**src/rtl/msfs_pkg.sv**
```systemverilog
// ----------------------------------------------------------------------------
// msfs_pkg
// Shared constants and types for the multi-signature format scanner: offset
// widths, byte signatures, verdict codes and combination mask bit positions.
// ----------------------------------------------------------------------------
package msfs_pkg;

  localparam int OFFSET_WIDTH     = 32;
  localparam int OUT_OFFSET_WIDTH = 32;
  localparam int WINDOW_WIDTH     = 32;
  localparam int HIST_BYTES       = 8;
  localparam int HEADER_BYTES     = 4;

  localparam logic [WINDOW_WIDTH-1:0] HTML_WINDOW_RESET = WINDOW_WIDTH'(4096);

  // signatures, first byte in the most significant position
  localparam logic [31:0] SIG_PDF      = 32'h2550_4446;
  localparam logic [31:0] SIG_ZIP      = 32'h504B_0304;
  localparam logic [31:0] SIG_GIF      = 32'h4749_4638;
  localparam logic [23:0] SIG_JPEG     = 24'hFFD8FF;
  localparam logic [71:0] SIG_DOCTYPE  = "<!DOCTYPE";
  localparam logic [39:0] SIG_HTML     = "<html";
  localparam logic [15:0] SIG_SHEBANG  = "#!";
  localparam logic [63:0] SIG_MANIFEST = "Manifest";

  typedef enum logic [1:0] {
    VERDICT_UNKNOWN  = 2'd0,
    VERDICT_SINGLE   = 2'd1,
    VERDICT_POLYGLOT = 2'd2
  } verdict_t;

  localparam int COMBO_PDF_ZIP        = 0;
  localparam int COMBO_GIF_HTML       = 1;
  localparam int COMBO_JPEG_JAR_SHELL = 2;
  localparam int COMBO_JPEG_SHELL     = 3;
  localparam int COMBO_GIF_SHELL      = 4;
  localparam int COMBO_WIDTH          = 5;

  typedef logic [OFFSET_WIDTH-1:0]     offset_t;
  typedef logic [OUT_OFFSET_WIDTH-1:0] out_offset_t;

  function automatic out_offset_t offset_out(input logic valid, input offset_t off);
    out_offset_t res;
    res = valid ? OUT_OFFSET_WIDTH'(off) : '1;
    return res;
  endfunction

endpackage

```
**src/rtl/multi_signature_format_scanner.sv**
```systemverilog
// ----------------------------------------------------------------------------
// multi_signature_format_scanner
// Scans a file one byte per item against the PDF, ZIP, Manifest, DOCTYPE and
// html signatures and the GIF, JPEG and shebang magic, and reports offsets,
// flags and a polyglot verdict on the last byte.
//
//   channel  direction  handshake           payload
//   in       input      in_valid/in_stall   data_byte, last_byte, exec_permission
//   out      output     out_valid/out_stall offsets, flags, count, verdict, mask
//   cfg      input      cfg_we              html_window
//
// One byte is taken every cycle unless the input is stalled; a result appears
// in the cycle after its last byte, limited only by the single result register.
// Reset (synchronous, rst_n low) clears the file state and sets html_window
// to 4096; no clearing pass is needed.
// The input stalls only while a result sits in the result register and the
// output is stalled; a result being taken frees the register in that cycle.
// ----------------------------------------------------------------------------
module multi_signature_format_scanner (
  input  logic                           clk,
  input  logic                           rst_n,
  input  logic                           cfg_we,
  input  logic [msfs_pkg::WINDOW_WIDTH-1:0] cfg_wdata,
  input  logic                           in_valid,
  output logic                           in_stall,
  input  logic [7:0]                     in_data_byte,
  input  logic                           in_last_byte,
  input  logic                           in_exec_permission,
  output logic                           out_valid,
  input  logic                           out_stall,
  output logic signed [msfs_pkg::OUT_OFFSET_WIDTH-1:0] out_pdf_offset,
  output logic signed [msfs_pkg::OUT_OFFSET_WIDTH-1:0] out_zip_offset,
  output logic                           out_jar_found,
  output logic                           out_gif_found,
  output logic                           out_jpeg_found,
  output logic signed [msfs_pkg::OUT_OFFSET_WIDTH-1:0] out_html_offset,
  output logic                           out_shell_found,
  output logic                           out_executable,
  output logic [2:0]                     out_fmt_count,
  output logic [1:0]                     out_verdict,
  output logic [msfs_pkg::COMBO_WIDTH-1:0] out_combo_mask
);
  import msfs_pkg::*;

  logic [WINDOW_WIDTH-1:0]          html_window_r;
  logic [HIST_BYTES-1:0][7:0]       hist_r;
  logic [HEADER_BYTES-1:0][7:0]     header_r;
  logic [HEADER_BYTES-1:0][7:0]     header_nxt;
  offset_t                          pos_r;
  offset_t                          pos_nxt;
  logic                             pdf_valid_r, zip_valid_r, doctype_valid_r, html_valid_r;
  logic                             pdf_valid_nxt, zip_valid_nxt, doctype_valid_nxt, html_valid_nxt;
  offset_t                          pdf_first_r, zip_first_r, doctype_first_r, html_first_r;
  offset_t                          pdf_first_nxt, zip_first_nxt, doctype_first_nxt, html_first_nxt;
  logic                             manifest_r, manifest_nxt;

  logic [(HIST_BYTES+1)*8-1:0]      win;
  logic                             in_window;
  logic                             accept;
  logic                             pdf_hit, zip_hit, doctype_hit, html_hit;
  logic                             is_gif, is_jpeg, shebang_ok, is_html, is_jar;
  logic [2:0]                       count;
  verdict_t                         verdict;
  logic [COMBO_WIDTH-1:0]           combo;
  out_offset_t                      html_off;

  logic                             out_valid_r;
  out_offset_t                      pdf_off_r, zip_off_r, html_off_r;
  logic                             jar_r, gif_r, jpeg_r, shell_r, exec_r;
  logic [2:0]                       count_r;
  verdict_t                         verdict_r;
  logic [COMBO_WIDTH-1:0]           combo_r;

  assign in_stall = out_valid_r && out_stall;
  assign accept   = in_valid && !in_stall;

  // newest byte in the low byte
  assign win       = {hist_r, in_data_byte};
  assign in_window = (OFFSET_WIDTH+WINDOW_WIDTH)'(pos_r) <
                     (OFFSET_WIDTH+WINDOW_WIDTH)'(html_window_r);

  assign pdf_hit     = !pdf_valid_r && (win[31:0] == SIG_PDF);
  assign zip_hit     = !zip_valid_r && (win[31:0] == SIG_ZIP);
  assign doctype_hit = in_window && !doctype_valid_r && (win[71:0] == SIG_DOCTYPE);
  assign html_hit    = in_window && !html_valid_r && (win[39:0] == SIG_HTML);

  assign pdf_valid_nxt     = pdf_valid_r || pdf_hit;
  assign zip_valid_nxt     = zip_valid_r || zip_hit;
  assign doctype_valid_nxt = doctype_valid_r || doctype_hit;
  assign html_valid_nxt    = html_valid_r || html_hit;
  assign pdf_first_nxt     = pdf_hit ? pos_r - OFFSET_WIDTH'(3) : pdf_first_r;
  assign zip_first_nxt     = zip_hit ? pos_r - OFFSET_WIDTH'(3) : zip_first_r;
  assign doctype_first_nxt = doctype_hit ? pos_r - OFFSET_WIDTH'(8) : doctype_first_r;
  assign html_first_nxt    = html_hit ? pos_r - OFFSET_WIDTH'(4) : html_first_r;
  assign manifest_nxt      = manifest_r || (win[63:0] == SIG_MANIFEST);
  assign pos_nxt           = (&pos_r) ? pos_r : pos_r + OFFSET_WIDTH'(1);

  always_comb begin
    header_nxt = header_r;
    if (pos_r[OFFSET_WIDTH-1:2] == '0) begin
      header_nxt[pos_r[1:0]] = in_data_byte;
    end
  end

  // result fields
  assign is_gif     = {header_nxt[0], header_nxt[1], header_nxt[2], header_nxt[3]} == SIG_GIF;
  assign is_jpeg    = {header_nxt[0], header_nxt[1], header_nxt[2]} == SIG_JPEG;
  assign shebang_ok = {header_nxt[0], header_nxt[1]} == SIG_SHEBANG;
  assign is_html    = doctype_valid_nxt || html_valid_nxt;
  assign is_jar     = zip_valid_nxt && manifest_nxt;
  assign html_off   = doctype_valid_nxt ? offset_out(1'b1, doctype_first_nxt)
                                        : offset_out(html_valid_nxt, html_first_nxt);
  assign count      = 3'(pdf_valid_nxt) + 3'(zip_valid_nxt) + 3'(is_gif) +
                      3'(is_jpeg) + 3'(is_html) + 3'(shebang_ok);

  always_comb begin
    combo = '0;
    case (count)
      3'd0:    verdict = VERDICT_UNKNOWN;
      3'd1:    verdict = VERDICT_SINGLE;
      default: verdict = VERDICT_POLYGLOT;
    endcase
    if (verdict == VERDICT_POLYGLOT) begin
      combo[COMBO_PDF_ZIP]        = pdf_valid_nxt && zip_valid_nxt;
      combo[COMBO_GIF_HTML]       = is_gif && is_html;
      combo[COMBO_JPEG_JAR_SHELL] = is_jpeg && is_jar && shebang_ok;
      combo[COMBO_JPEG_SHELL]     = is_jpeg && shebang_ok;
      combo[COMBO_GIF_SHELL]      = is_gif && shebang_ok;
    end
  end

  // configuration and file state
  always_ff @(posedge clk) begin
    if (!rst_n) begin
      html_window_r <= HTML_WINDOW_RESET;
    end else if (cfg_we) begin
      html_window_r <= cfg_wdata;
    end
  end

  always_ff @(posedge clk) begin
    if (!rst_n || (accept && in_last_byte)) begin
      hist_r          <= '0;
      header_r        <= '0;
      pos_r           <= '0;
      pdf_valid_r     <= 1'b0;
      zip_valid_r     <= 1'b0;
      doctype_valid_r <= 1'b0;
      html_valid_r    <= 1'b0;
      pdf_first_r     <= '0;
      zip_first_r     <= '0;
      doctype_first_r <= '0;
      html_first_r    <= '0;
      manifest_r      <= 1'b0;
    end else if (accept) begin
      hist_r          <= win[HIST_BYTES*8-1:0];
      header_r        <= header_nxt;
      pos_r           <= pos_nxt;
      pdf_valid_r     <= pdf_valid_nxt;
      zip_valid_r     <= zip_valid_nxt;
      doctype_valid_r <= doctype_valid_nxt;
      html_valid_r    <= html_valid_nxt;
      pdf_first_r     <= pdf_first_nxt;
      zip_first_r     <= zip_first_nxt;
      doctype_first_r <= doctype_first_nxt;
      html_first_r    <= html_first_nxt;
      manifest_r      <= manifest_nxt;
    end
  end

  // result register
  always_ff @(posedge clk) begin
    if (!rst_n) begin
      out_valid_r <= 1'b0;
    end else if (accept && in_last_byte) begin
      out_valid_r <= 1'b1;
    end else if (!out_stall) begin
      out_valid_r <= 1'b0;
    end
  end

  always_ff @(posedge clk) begin
    if (accept && in_last_byte) begin
      pdf_off_r  <= offset_out(pdf_valid_nxt, pdf_first_nxt);
      zip_off_r  <= offset_out(zip_valid_nxt, zip_first_nxt);
      html_off_r <= html_off;
      jar_r      <= is_jar;
      gif_r      <= is_gif;
      jpeg_r     <= is_jpeg;
      shell_r    <= shebang_ok;
      exec_r     <= in_exec_permission;
      count_r    <= count;
      verdict_r  <= verdict;
      combo_r    <= combo;
    end
  end

  assign out_valid        = out_valid_r;
  assign out_pdf_offset   = pdf_off_r;
  assign out_zip_offset   = zip_off_r;
  assign out_html_offset  = html_off_r;
  assign out_jar_found    = jar_r;
  assign out_gif_found    = gif_r;
  assign out_jpeg_found   = jpeg_r;
  assign out_shell_found  = shell_r;
  assign out_executable   = exec_r;
  assign out_fmt_count    = count_r;
  assign out_verdict      = verdict_r;
  assign out_combo_mask   = combo_r;

`ifndef SYNTH
  a_new_file_after_last: assert property (@(posedge clk) disable iff (!rst_n)
    (accept && in_last_byte) |=> (out_valid && (pos_r == '0) && !manifest_r))
    else $error("file state not cleared after last byte");

  a_verdict_count: assert property (@(posedge clk) disable iff (!rst_n)
    out_valid |-> ((out_verdict == VERDICT_POLYGLOT) == (out_fmt_count >= 3'd2)))
    else $error("verdict disagrees with format count");

  a_combo_polyglot: assert property (@(posedge clk) disable iff (!rst_n)
    (out_valid && (out_verdict != VERDICT_POLYGLOT)) |-> (out_combo_mask == '0))
    else $error("combination mask set without polyglot verdict");

  a_pdf_before_pos: assert property (@(posedge clk) disable iff (!rst_n)
    pdf_valid_r |-> (pdf_first_r < pos_r))
    else $error("pdf offset not behind byte position");
`endif

endmodule
```
**config.mk**
```make
export PLATFORM = sky130hd
export DESIGN_NAME = multi_signature_format_scanner
export DESIGN_NICKNAME = d
export VERILOG_FILES = /design/src/rtl/msfs_pkg.sv /design/src/rtl/multi_signature_format_scanner.sv
export SDC_FILE = /design/constraint.sdc
export NUM_CORES = 1
export LEC_CHECK = 0
export ABC_CLOCK_PERIOD_IN_PS = 6300
export BUFFER_PORTS_ARGS = -buffer_cell sky130_fd_sc_hd__clkbuf_2
export CAP_MARGIN = 5
export CORE_UTILIZATION = 30
export CTS_CLUSTER_DIAMETER = 200
export DETAILED_ROUTE_END_ITERATION = 10
export PLACE_DENSITY_LB_ADDON = 0.1
export SYNTH_ARGS = -nofsm -noshare
export SYNTH_HDL_FRONTEND = slang
export SYNTH_SLANG_ARGS = --single-unit
```
**constraint.sdc**
```tcl
create_clock -name clk -period 6.3 [get_ports clk]
set_clock_uncertainty 0.05 [all_clocks]
set_input_delay 1.575 -clock clk [delete_from_list [all_inputs] [get_ports clk]]
set_output_delay 1.575 -clock clk [all_outputs]
set_load 0.005 [all_outputs]
```
**After elaboration in Yosys (flattened, before gate mapping)**

Index checks and enable logic that the tools add are counted.

- Add/subtract/negate cells: 9
- Order comparisons: 3
- Eq/ne operators: 11
- Multiplexer cells: 13
- Bitwise logic cells: 1
- Reductions and logical operators: 34

Operators with widths:

| kind | count |
|---|---|
| $mux W32 | 7 |
| $eq A72 B70 Y1 const B | 1 |
| $eq A32 B31 Y1 const B | 2 |
| $eq A64 B63 Y1 const B | 1 |
| $eq A40 B38 Y1 const B | 1 |
| $add A32 B1 Y32 const B | 1 |
| $bwmux W32 | 1 |
| $eq A32 B30 Y1 const B | 1 |
| $lt A32 B32 Y1 | 1 |
| $reduce_and A32 Y1 | 1 |
| $sub A32 B2 Y32 const B | 1 |
| $sub A32 B3 Y32 const B | 1 |
| $sub A32 B4 Y32 const B | 1 |
| $logic_not A30 Y1 | 1 |
| $eq A24 B24 Y1 const B | 1 |
| $logic_and A1 B1 Y1 | 17 |
| $demux W8 S2 | 1 |
| $eq A16 B14 Y1 const B | 1 |
| $add A3 B1 Y3 | 3 |
| $mux W8 | 1 |
| $logic_or A1 B1 Y1 | 7 |
| $logic_not A1 Y1 | 6 |
| $pmux W2 S2 | 1 |
| $add A2 B1 Y3 | 1 |
| 10 further kinds | 11 |

- Register bits: 405
- Input port bits: 47
- Output and inout bits: 113
- Logic and storage cells: 106

**Longest topological paths before layout**

Gate-level depths: netlist (run 1).

- Depth in word-level cells: 14
- Depth in mapped cells: 19
- Depth with buffers taken out: 17

**Worst setup path after synthesis (run 1)**

Ideal clock, no wire load.

- Path kind: input-to-reg
- From: input port in_data_byte[3]
- To: register combo_r[1], in the netlist out_combo_mask[1], data pin
- Library setup time: 0.271 ns
- Data arrival time: 4.702 ns
- Data required time: 5.979 ns
- Setup slack: 1.277 ns
- Stages: 14
- Buffers on the path: 1
- Cells stage by stage: clkbuf_1 and2_1 nand3_1 a211o_1 a221oi_1 nand3_1 fa_1 inv_1 fa_1 ha_1 inv_1 fa_1 nand2_1 nor4b_2

- Word-level cells in the longest chain between the ends: 11
- Elaborated cells on any way between the ends: 28
- Classes of those cells: add/sub: 5; eq/ne: 9; mux: 3; reduce/logical: 11

Ends and longest elaborated chain:

| what | line | text |
|---|---|---|
| start: declaration | multi_signature_format_scanner.sv:26 | `input logic [7:0] in_data_byte,` |
| $eq A32 B30 Y1 or $eq A32 B31 Y1 (tied branches) | multi_signature_format_scanner.sv:82, multi_signature_format_scanner.sv:83 |  |
| $logic_and A1 B1 Y1 (on tied branches) | multi_signature_format_scanner.sv:82, multi_signature_format_scanner.sv:83 |  |
| $logic_or A1 B1 Y1 (on tied branches) | multi_signature_format_scanner.sv:87, multi_signature_format_scanner.sv:88 |  |
| $add A1 B1 Y2 | multi_signature_format_scanner.sv:113 | `assign count = 3'(pdf_valid_nxt) + 3'(zip_valid_nxt) + 3'(is_gif) +` |
| $add A2 B1 Y3 | multi_signature_format_scanner.sv:113 |  |
| $add A3 B1 Y3 | multi_signature_format_scanner.sv:113 |  |
| $add A3 B1 Y3 | multi_signature_format_scanner.sv:114 | `3'(is_jpeg) + 3'(is_html) + 3'(shebang_ok);` |
| $add A3 B1 Y3 (*) | multi_signature_format_scanner.sv:114 |  |
| $eq A3 B1 Y1 or $logic_not A3 Y1 (tied branches) | multi_signature_format_scanner.sv:118 | `case (count)` |
| $pmux W2 S2 (*) | multi_signature_format_scanner.sv:118 |  |
| net verdict[1] | multi_signature_format_scanner.sv:63 | `verdict_t verdict;` |
| $eq A2 B2 Y1 (*) | multi_signature_format_scanner.sv:123 | `if (verdict == VERDICT_POLYGLOT) begin` |
| end signal: assignment | multi_signature_format_scanner.sv:194 | `combo_r <= combo;` |
| end: declaration | multi_signature_format_scanner.sv:72 | `logic [COMBO_WIDTH-1:0] combo_r;` |

The timed path passes the listed nets; every way through them passes the cells marked *.
A chain may end at the register's enable or synchronous reset.

**Worst setup path in the final report (run 1)**

- From: register pos_r[20]
- To: register combo_r[1], in the netlist out_combo_mask[1], data pin

- Word-level cells in the longest chain between the ends: 10
- Elaborated cells on any way between the ends: 22
- Classes of those cells: add/sub: 4; order compare: 1; eq/ne: 5; mux: 2; reduce/logical: 10

Ends and longest elaborated chain:

| what | line | text |
|---|---|---|
| start: declaration | multi_signature_format_scanner.sv:49 | `offset_t pos_r;` |
| start signal: assignment | multi_signature_format_scanner.sv:158 | `pos_r <= pos_nxt;` |
| $logic_not A30 Y1 or $lt A32 B32 Y1 (tied branches) | multi_signature_format_scanner.sv:100, multi_signature_format_scanner.sv:79 |  |
| $mux W32, or another cell as far along | multi_signature_format_scanner.sv:100 | `if (pos_r[OFFSET_WIDTH-1:2] == '0) begin` |
| $eq A32 B31 Y1, or another cell as far along | multi_signature_format_scanner.sv:106 | `assign is_gif = {header_nxt[0], header_nxt[1], header_nxt[2], header_nxt[3]} == SIG_GIF;` |
| $add A2 B1 Y3, or another cell as far along | multi_signature_format_scanner.sv:113 |  |
| $add A3 B1 Y3 or $logic_or A1 B1 Y1 (tied branches) | multi_signature_format_scanner.sv:113, multi_signature_format_scanner.sv:109 |  |
| $add A3 B1 Y3 | multi_signature_format_scanner.sv:114 |  |
| $add A3 B1 Y3 (*) | multi_signature_format_scanner.sv:114 |  |
| $eq A3 B1 Y1 or $logic_not A3 Y1 (tied branches) | multi_signature_format_scanner.sv:118 |  |
| $pmux W2 S2 (*) | multi_signature_format_scanner.sv:118 |  |
| net verdict[1] | multi_signature_format_scanner.sv:63 |  |
| $eq A2 B2 Y1 (*) | multi_signature_format_scanner.sv:123 |  |

Marked as above.

==> key figures, run 1 <==
Logic synthesis
  – Mapped Area: 0.0193 mm2
  – Post-Syn Instances: about 2100
  – Asr flop ratio synth: 0
  – Synth warn: 0
  – Post-synth EDFFs: 111
  – Yosys cell types: 74
  – Avg Cell Area, Syn: between 9 and 10 um2
  – Synth Register Bits: just over 400
  – Register area share after synthesis: 0.477
  – Ys flop type: dfxtp_1

Critical path
  – CP bufs+invs: 2
  – Worst setup SP type: flip-flop
  – Worst Path Required: ~6.6 ns
  – Cell family with most CP delay: simple AND/OR/NAND/NOR gates
  – Cell mode on critical path: fa_1
  – Critical path data arrival time: 5.67 ns
  – Kind of critical path: reg2reg
  – Largest fanout on the critical path: 14
  – Crit. End Element: flip-flop
  – Critical path, cell by cell: or4_1, nor4_4, nand4_1, or3_1, a221oi_1, nand3_1, fa_1, inv_1, fa_1, ha_1, inv_1, fa_1, nand2_1, nor4b_2
  – Max stage delay on crit path: between 0.6 and 0.7 ns
  – CP max-delay cell: or4_1

Finish
  – Post-route cell area: approximately 0.023 mm2
  – Share of post-route cells with drive strength above 1: 0.140
  – Non-filler cells, final: between 3000 and 4000
  – Nets@finish: about 2300
  – Area grow syn2layout: 16.6%
  – # diodes: 0
  – Layout Utilization: 0.356

Placement
  – Final GP Congestion: 0.892
  – Placed cell count: 3000
  – Placed Area: ~0.021 mm2
  – Setup WS pre-CTS: between 0.8 and 0.9 ns
  – Post-DP HPWL: 44300 um
  – Number of port buffers: between 150 and 200

Pwr
  – PD cells: between 200 and 300 mW/mm2
  – Max rail drop VDD: 0.194 mV
  – Pint: between 4 and 5 mW
  – Clock share of power: 0.484
  – Seq pwr share: 0.469
  – Comb power frac: 0.047
  – Sw frac: 0.237
  – Leakage dissipation: 7.81 nW
  – Total power: 5.82 mW
  – Psw: between 1 and 1.5 mW

Timing
  – Final Setup Violations: 0
  – Tmin final: 5.38 ns
  – Worst rel slew slack: 0.273
  – Final period util: 0.855
  – Worst setup margin: 0.916 ns
  – Setup TNS: 0 ns
  – Final slew viol count: 0
  – Hold Slack: 0.401 ns
  – Fin. Hold Viols: 0
  – Peak Freq: 186 MHz
  – Worst Max-Slew Pin Slew: 1.08 ns
  – RSZ-0062 raised after global routing: false

Clock network
  – # hold bufs at CTS: 0
  – CTS H-tree lvls: 2
  – CTS root buf: clkbuf_16
  – Clock Pin Slew Worst Setup and Hold Paths: roughly 0.06 ns
  – CTS sink cnt: 405
  – Post-CTS setup buffer count: 0
  – TritonCTS Buffers: between 40 and 50
  – CTS max path bufs: 3
  – Clk_lat worst skew: roughly 0.6 ns
  – CTS tree: built
  – CTS resizes: 0

Detailed routing
  – Vias per inst: ~5
  – DRC: 0
  – Post-Route WL: between 60000 and 70000 um
  – DRT antenna net count: 0
  – Via count: about 16000
  – DRT iter0 DRCs: between 900 and 1000
  – Pre-antenna DRT Iters: 5
  – Routed len/inst: a little over 20 um

Run
  – Max_cap viols: 0

Die
  – Die area: around 0.065 mm2
  – Die width: 256 um
  – Initial Util: 0.305
  – Die H: about 260 um
  – I/O pins: 160
  – Core area: about 0.063 mm2
  – Row count: between 90 and 100

Global routing
  – Pin count of the biggest net entering global routing: 92
  – Vias in the first global route: roughly 15000
  – First-pass GRT wire length: roughly 96000 um
  – Antenna violations before repair: 1
  – Total GRT Usage: 0.192
  – Global route overflow: 0

Worst hold path
  – Min-Delay Path Class: reg2reg

Outcome
  – Outcome: finished, final reports clean
## kinds of logic (layout without fill, tap and decap cells)
kind of cell               count (synthesis)  in the layout  synth area share
AOI/OAI and AO/OA                        351            351             0.110
adders and majority gates                 46             46            0.0310
and+or+nand+nor                          823            823             0.212
xor gates and xnor gates                 108            108            0.0490
DFF                                      405            405             0.477
other                                      1              3          0.000194
buffers and inverters                    225            362            0.0457
muxes                                    144            144            0.0749
## worst min-delay path, cell delays in order (launching register included)
cell,delay [ns]
dfxtp_1,0.31
nand2_1,0.05
a21oi_1,0.05
## cell usage after synthesis (all sizes together), types with 29 or more instances
cell type | number | area share
dfxtp | 294 | 0.30
clkbuf | 123 | 0.024
nor2 | 243 | 0.047
nand2 | 233 | 0.045
xor2 | 30 | 0.014
nor4 | 32 | 0.012
inv | 76 | 0.015
o21ai | 44 | 0.011
a21oi | 185 | 0.048
nor2b | 83 | 0.027
ha | 43 | 0.028
nand3 | 40 | 0.010
a211oi | 66 | 0.026
xnor2 | 78 | 0.035
mux2i | 140 | 0.073
edfxtp | 111 | 0.17
a221oi | 29 | 0.013
nor3 | 53 | 0.015
nand4 | 33 | 0.011
## power groups by stage
stage	clock network (mW)	registers, mW	logic (mW)
final	2.82	2.73	0.273
after global routing	3.01	2.73	0.299
after CTS	2.91	2.73	0.276
after detailed placement	0	2.78	0.275
after global placement	0	2.78	0.274
after floorplan	0	2.78	0.169
## routing by layer
metal  global-route usage  vias up  share of wire
li1                     -     7584              -
met1                0.266     7431           0.47
met2                0.297      398           0.45
met3               0.0360      111          0.048
met4               0.0649        2          0.031
met5                    0        -        0.00020
## cells in the final DEF (no fill, tap or decap), types with 27 or more instances in the layout
cell type and n:
ha_1 43, nor4_1 27, mux2i_1 140, buf_4 38
nand2_1 231, a221oi_1 29, clkbuf_2 159, inv_1 75
xor2_1 30, a211oi_1 64, xnor2_1 78, edfxtp_1 111
nand3_1 40, nor3_1 46, nor2_1 242, clkbuf_16 49
dfxtp_1 294, nor2b_1 83, o21ai_0 42, nand4_1 33
a21oi_1 185
## layout make-up
class                           instances  area [um2]
Fill cell                            6527       40800
Multi-Input combinational cell       1475        9280
Sequential cell                       405        9220
Clock buffer                           63        1330
Timing Repair Buffer                  198        1100
Tap cell                              846        1060
Inverter                               76         288
Clock inverter                         25         254
## sequential cells by signal, indices dropped and copies added (netlist names), 2 cells and up
register         cells
hist_r              64
out_html_offset     32
pdf_first_r         32
pos_r               32
html_first_r        32
doctype_first_r     32
out_combo_mask       5
out_pdf_offset      32
out_verdict          2
out_zip_offset      32
header_r            32
out_fmt_count        3
html_window_r       32
zip_first_r         32
## worst paths after layout
kind / start / endpoint / slack, ns / cells past startpoint
setup / recovery: pos_r[20]$_SDFFE_PP0P_ / out_combo_mask[1]$_SDFFCE_PP0P_ / 0.92 / 14
hold / removal: pdf_first_r[1]$_SDFFE_PP0P_ / pdf_first_r[1]$_SDFFE_PP0P_ / 0.40 / 2
setup reg to reg: pos_r[20]$_SDFFE_PP0P_ / out_combo_mask[1]$_SDFFCE_PP0P_ / 0.92 / 14
hold reg to reg: pdf_first_r[1]$_SDFFE_PP0P_ / pdf_first_r[1]$_SDFFE_PP0P_ / 0.40 / 2
(Power assumes the default switching activity.)
==> run 2: changes to the inputs <==
- ABC_AREA: default -> 1
- PLACE_DENSITY_LB_ADDON: 0.1 -> default
==> run 2 against run 1 <==
  * Die area grew 14%
  * Synthesized cell count grew 45%
  * Cell count grew 34%
  * Sequential share of layout area shrank 4.3 points
  * First-iteration DRC count grew 70%
  * Core utilization shrank 0.63 points
  * Routed wire length grew 12%
  * Critical path depth grew 7
  * Cell area grew 12%
  * Clock power grew 8.9%
  * Largest power group unchanged
==> key figures, run 2 <==
Critical path
  – Crit. End Element: flip-flop
  – Worst Path Required: 6.60 ns
  – Max stage delay on crit path: roughly 0.66 ns
  – Crit path to: out_combo_mask[1]$_SDFFCE_PP0P_
  – Largest fanout on the critical path: 30
  – CP max-delay cell: fa_1
  – Critical path, cell by cell: inv_1, ha_1, nand2_2, nor2_4, nand2_4, nor2_8, nand3_1, nand2_1, nand2_1, nor2_1, nand3b_1, nand3b_1, fa_1, inv_1, fa_1, ha_1, inv_1, fa_1, nand2_1, o21ai_0, nor2_1
  – R2R depth: 21
  – Kind of critical path: reg2reg
  – Worst reg2reg endpoint: out_combo_mask[1]$_SDFFCE_PP0P_
  – Setup crit start: pos_r[3]$_SDFFE_PP0P_
  – R2R Path Start: pos_r[3]$_SDFFE_PP0P_
  – Worst setup SP type: flip-flop
  – Reg2reg setup slack: around 1.3 ns
  – Critical path data arrival time: 5.33 ns

Logic synthesis
  – Post-Synth Adder-Cell Area: 0.0272
  – XOR/XNOR share of the synthesized area: 0.0331
  – Asr flop ratio synth: 0
  – Mapped Area: roughly 0.022 mm2
  – Mux share of post-synthesis cell area: 0.000912
  – Largest family of logic cells by synthesized area: simple AND/OR/NAND/NOR gates
  – Avg Cell Area, Syn: 7.18 um2
  – Synth warn: 0
  – Synth Area in Compound Gates: 0.109
  – Post-synth EDFFs: roughly 110
  – Yosys cell types: 56
  – Post-Syn Instances: 3058
  – Top post-synthesis cells by area: dfxtp_1 27%, edfxtp_1 15%, nand2_1 13%
  – Ys flop type: dfxtp_1
  – Count leader, synth: nand2_1
  – Synth top cells by count: 742 x nand2_1, 369 x inv_1, 366 x nor2_1
  – Cell taking the most area after synthesis: dfxtp_1
  – Share of the synthesized area in the top cell type: 0.268
  – Synth Register Bits: a little over 400
  – Synth Area in Simple Gates: 0.305
  – Register area share after synthesis: 0.420

Pwr
  – Total power: roughly 6.4 mW
  – PD cells: around 250 mW/mm2
  – Leakage dissipation: approximately 11 nW
  – Max rail drop VDD: about 0.18 mV

Die
  – Initial Util: 0.305
  – Core area: 0.0720 mm2
  – Die width: 272 um
  – I/O pins: 160
  – Row count: between 90 and 100
  – Die H: roughly 270 um
  – Die area: roughly 0.074 mm2

Clock network
  – CTS sink cnt: 405
  – Post-CTS setup buffer count: 0
  – CTS resizes: 0
  – CTS H-tree lvls: 2
  – Clock Pin Slew Worst Setup and Hold Paths: 0.07 ns
  – CTS tree: built
  – # hold bufs at CTS: 0
  – Clk_lat worst skew: ~0.62 ns
  – TritonCTS Buffers: between 40 and 50
  – CTS root buf: clkbuf_16
  – CTS max path bufs: 3

Detailed routing
  – DRT antenna net count: 0
  – DRC: 0
  – DRT iter0 DRCs: about 1600
  – Post-Route WL: ~71000 um
  – Vias per inst: roughly 4.8
  – Pre-antenna DRT Iters: 5
  – Routed len/inst: between 15 and 20 um
  – Via count: 19800

Finish
  – Register name with the most flops: hist_r
  – Area of the multi-input gates: about 0.010 mm2
  – Nets@finish: 3231
  – Register Area: 0.00922 mm2
  – Leading cell types in the layout, fill and taps excluded: 740 x nand2_1, 367 x inv_1, 365 x nor2_1
  – Most common cell after layout, fill and taps aside: nand2_1
  – Share of post-route cells with drive strength above 1: 0.115
  – Max FFs per register: 64
  – Area grow syn2layout: 14.6%
  – Fillers: about 7700
  – Post-route cell area: 0.0252 mm2

Global routing
  – Busiest layer in global routing: met2
  – First-pass GRT wire length: roughly 110000 um
  – Antenna violations before repair: 3
  – Total GRT Usage: 0.189
  – GR Util met2: 0.302
  – Pin count of the biggest net entering global routing: 130
  – Met3 Use GR: 0.0246
  – Vias in the first global route: roughly 18000
  – Global route overflow: 0
  – Met1 usage: 0.261

Timing
  – Peak Freq: 199 MHz
  – Tmin final: 5.03 ns
  – Fin. Hold Viols: 0
  – Setup TNS: 0 ns
  – RSZ-0062 raised after global routing: false
  – Worst Max-Slew Pin Slew: between 1 and 1.5 ns
  – Final Setup Violations: 0
  – Worst rel slew slack: 0.232
  – Final slew viol count: 0
  – Final period util: 0.798

Placement
  – Number of port buffers: between 150 and 200
  – Placed Area: roughly 0.023 mm2
  – Post-DP HPWL: between 50000 and 60000 um
  – Final GP Congestion: 0.956

Outcome
  – Outcome: finished, final reports clean

Worst hold path
  – Min-Delay Path Class: reg2reg

Run
  – Max_cap viols: 0
==> run 2: power by group <==
group	total, mW	internal (mW)	leakage (nW)	switching [mW]
logic	0.530	0.151	6.53	0.379
clock network	3.07	1.85	0.852	1.22
registers	2.78	2.74	3.17	0.0378
total	6.37	4.74	10.6	1.63
==> run 2: worst max-delay path, delay by kind of cell (launching register included) <==
family | cells | cell delay (ns)
buffers and inverters | 3 | 0.37
and+or+nand+nor | 12 | 1.73
DFF | 1 | 0.48
adders and majority gates | 5 | 2.01
AOI/OAI and AO/OA | 1 | 0.09
==> run 2: final cells by class <==
type | instances | area share
repair buffers | 185 | 0.0404
multi-input cells | 2103 | 0.417
flip-flops and latches | 405 | 0.367
well taps | 950 | 0.0473
clock inverters | 34 | 0.0183
inverters | 394 | 0.0595
clock buffers | 58 | 0.0513
diodes | 1 | 0.0000995
==> run 2: layer usage <==
| layer | up-vias | part of all wire |
|---|---|---|
| met3 | 90 | 0.053 |
| met4 | 0 | 0.031 |
| met2 | 573 | 0.46 |
| met5 | - | 0 |
| met1 | 9189 | 0.46 |
| li1 | 9990 | - |
==> run 2: logic make-up (layout without fill, tap and decap cells) <==
group	Yosys count	after routing
AOI/OAI and AO/OA	444	444
xor gates and xnor gates	83	83
adders and majority gates	46	46
buffers and inverters	552	671
DFF	405	405
muxes	2	2
other	1	4
and+or+nand+nor	1525	1525
==> run 2: per-stage QoR <==
step	hold WS, ns	instances	setup slack (ns)	utilization
3_3_place_gp	0.407	4037	1.10	0.325
5_1_grt	0.446	4129	0.939	0.349
2_1_floorplan	0.385	3060	1.52	-
4_1_cts	0.423	4129	1.31	0.349
3_5_place_dp	0.415	4037	1.02	0.325
6_report	0.417	4130	1.27	0.349
==> run 2: worst min-delay path by stage <==
| stage | from | to | slack (ns) | depth (start not counted) |
|---|---|---|---|---|
| final | html_window_r[10]$_SDFFE_PN0P_ | html_window_r[10]$_SDFFE_PN0P_ | 0.42 | 2 |
| after global routing | hist_r[62]$_SDFFE_PP0P_ | hist_r[62]$_SDFFE_PP0P_ | 0.45 | 2 |
| after CTS | html_window_r[10]$_SDFFE_PN0P_ | html_window_r[10]$_SDFFE_PN0P_ | 0.42 | 2 |
| after detailed placement | html_window_r[10]$_SDFFE_PN0P_ | html_window_r[10]$_SDFFE_PN0P_ | 0.42 | 2 |
| after global placement | html_window_r[16]$_SDFFE_PN0P_ | html_window_r[16]$_SDFFE_PN0P_ | 0.41 | 2 |
| after floorplan | html_window_r[31]$_SDFFE_PN0P_ | html_window_r[31]$_SDFFE_PN0P_ | 0.38 | 2 |
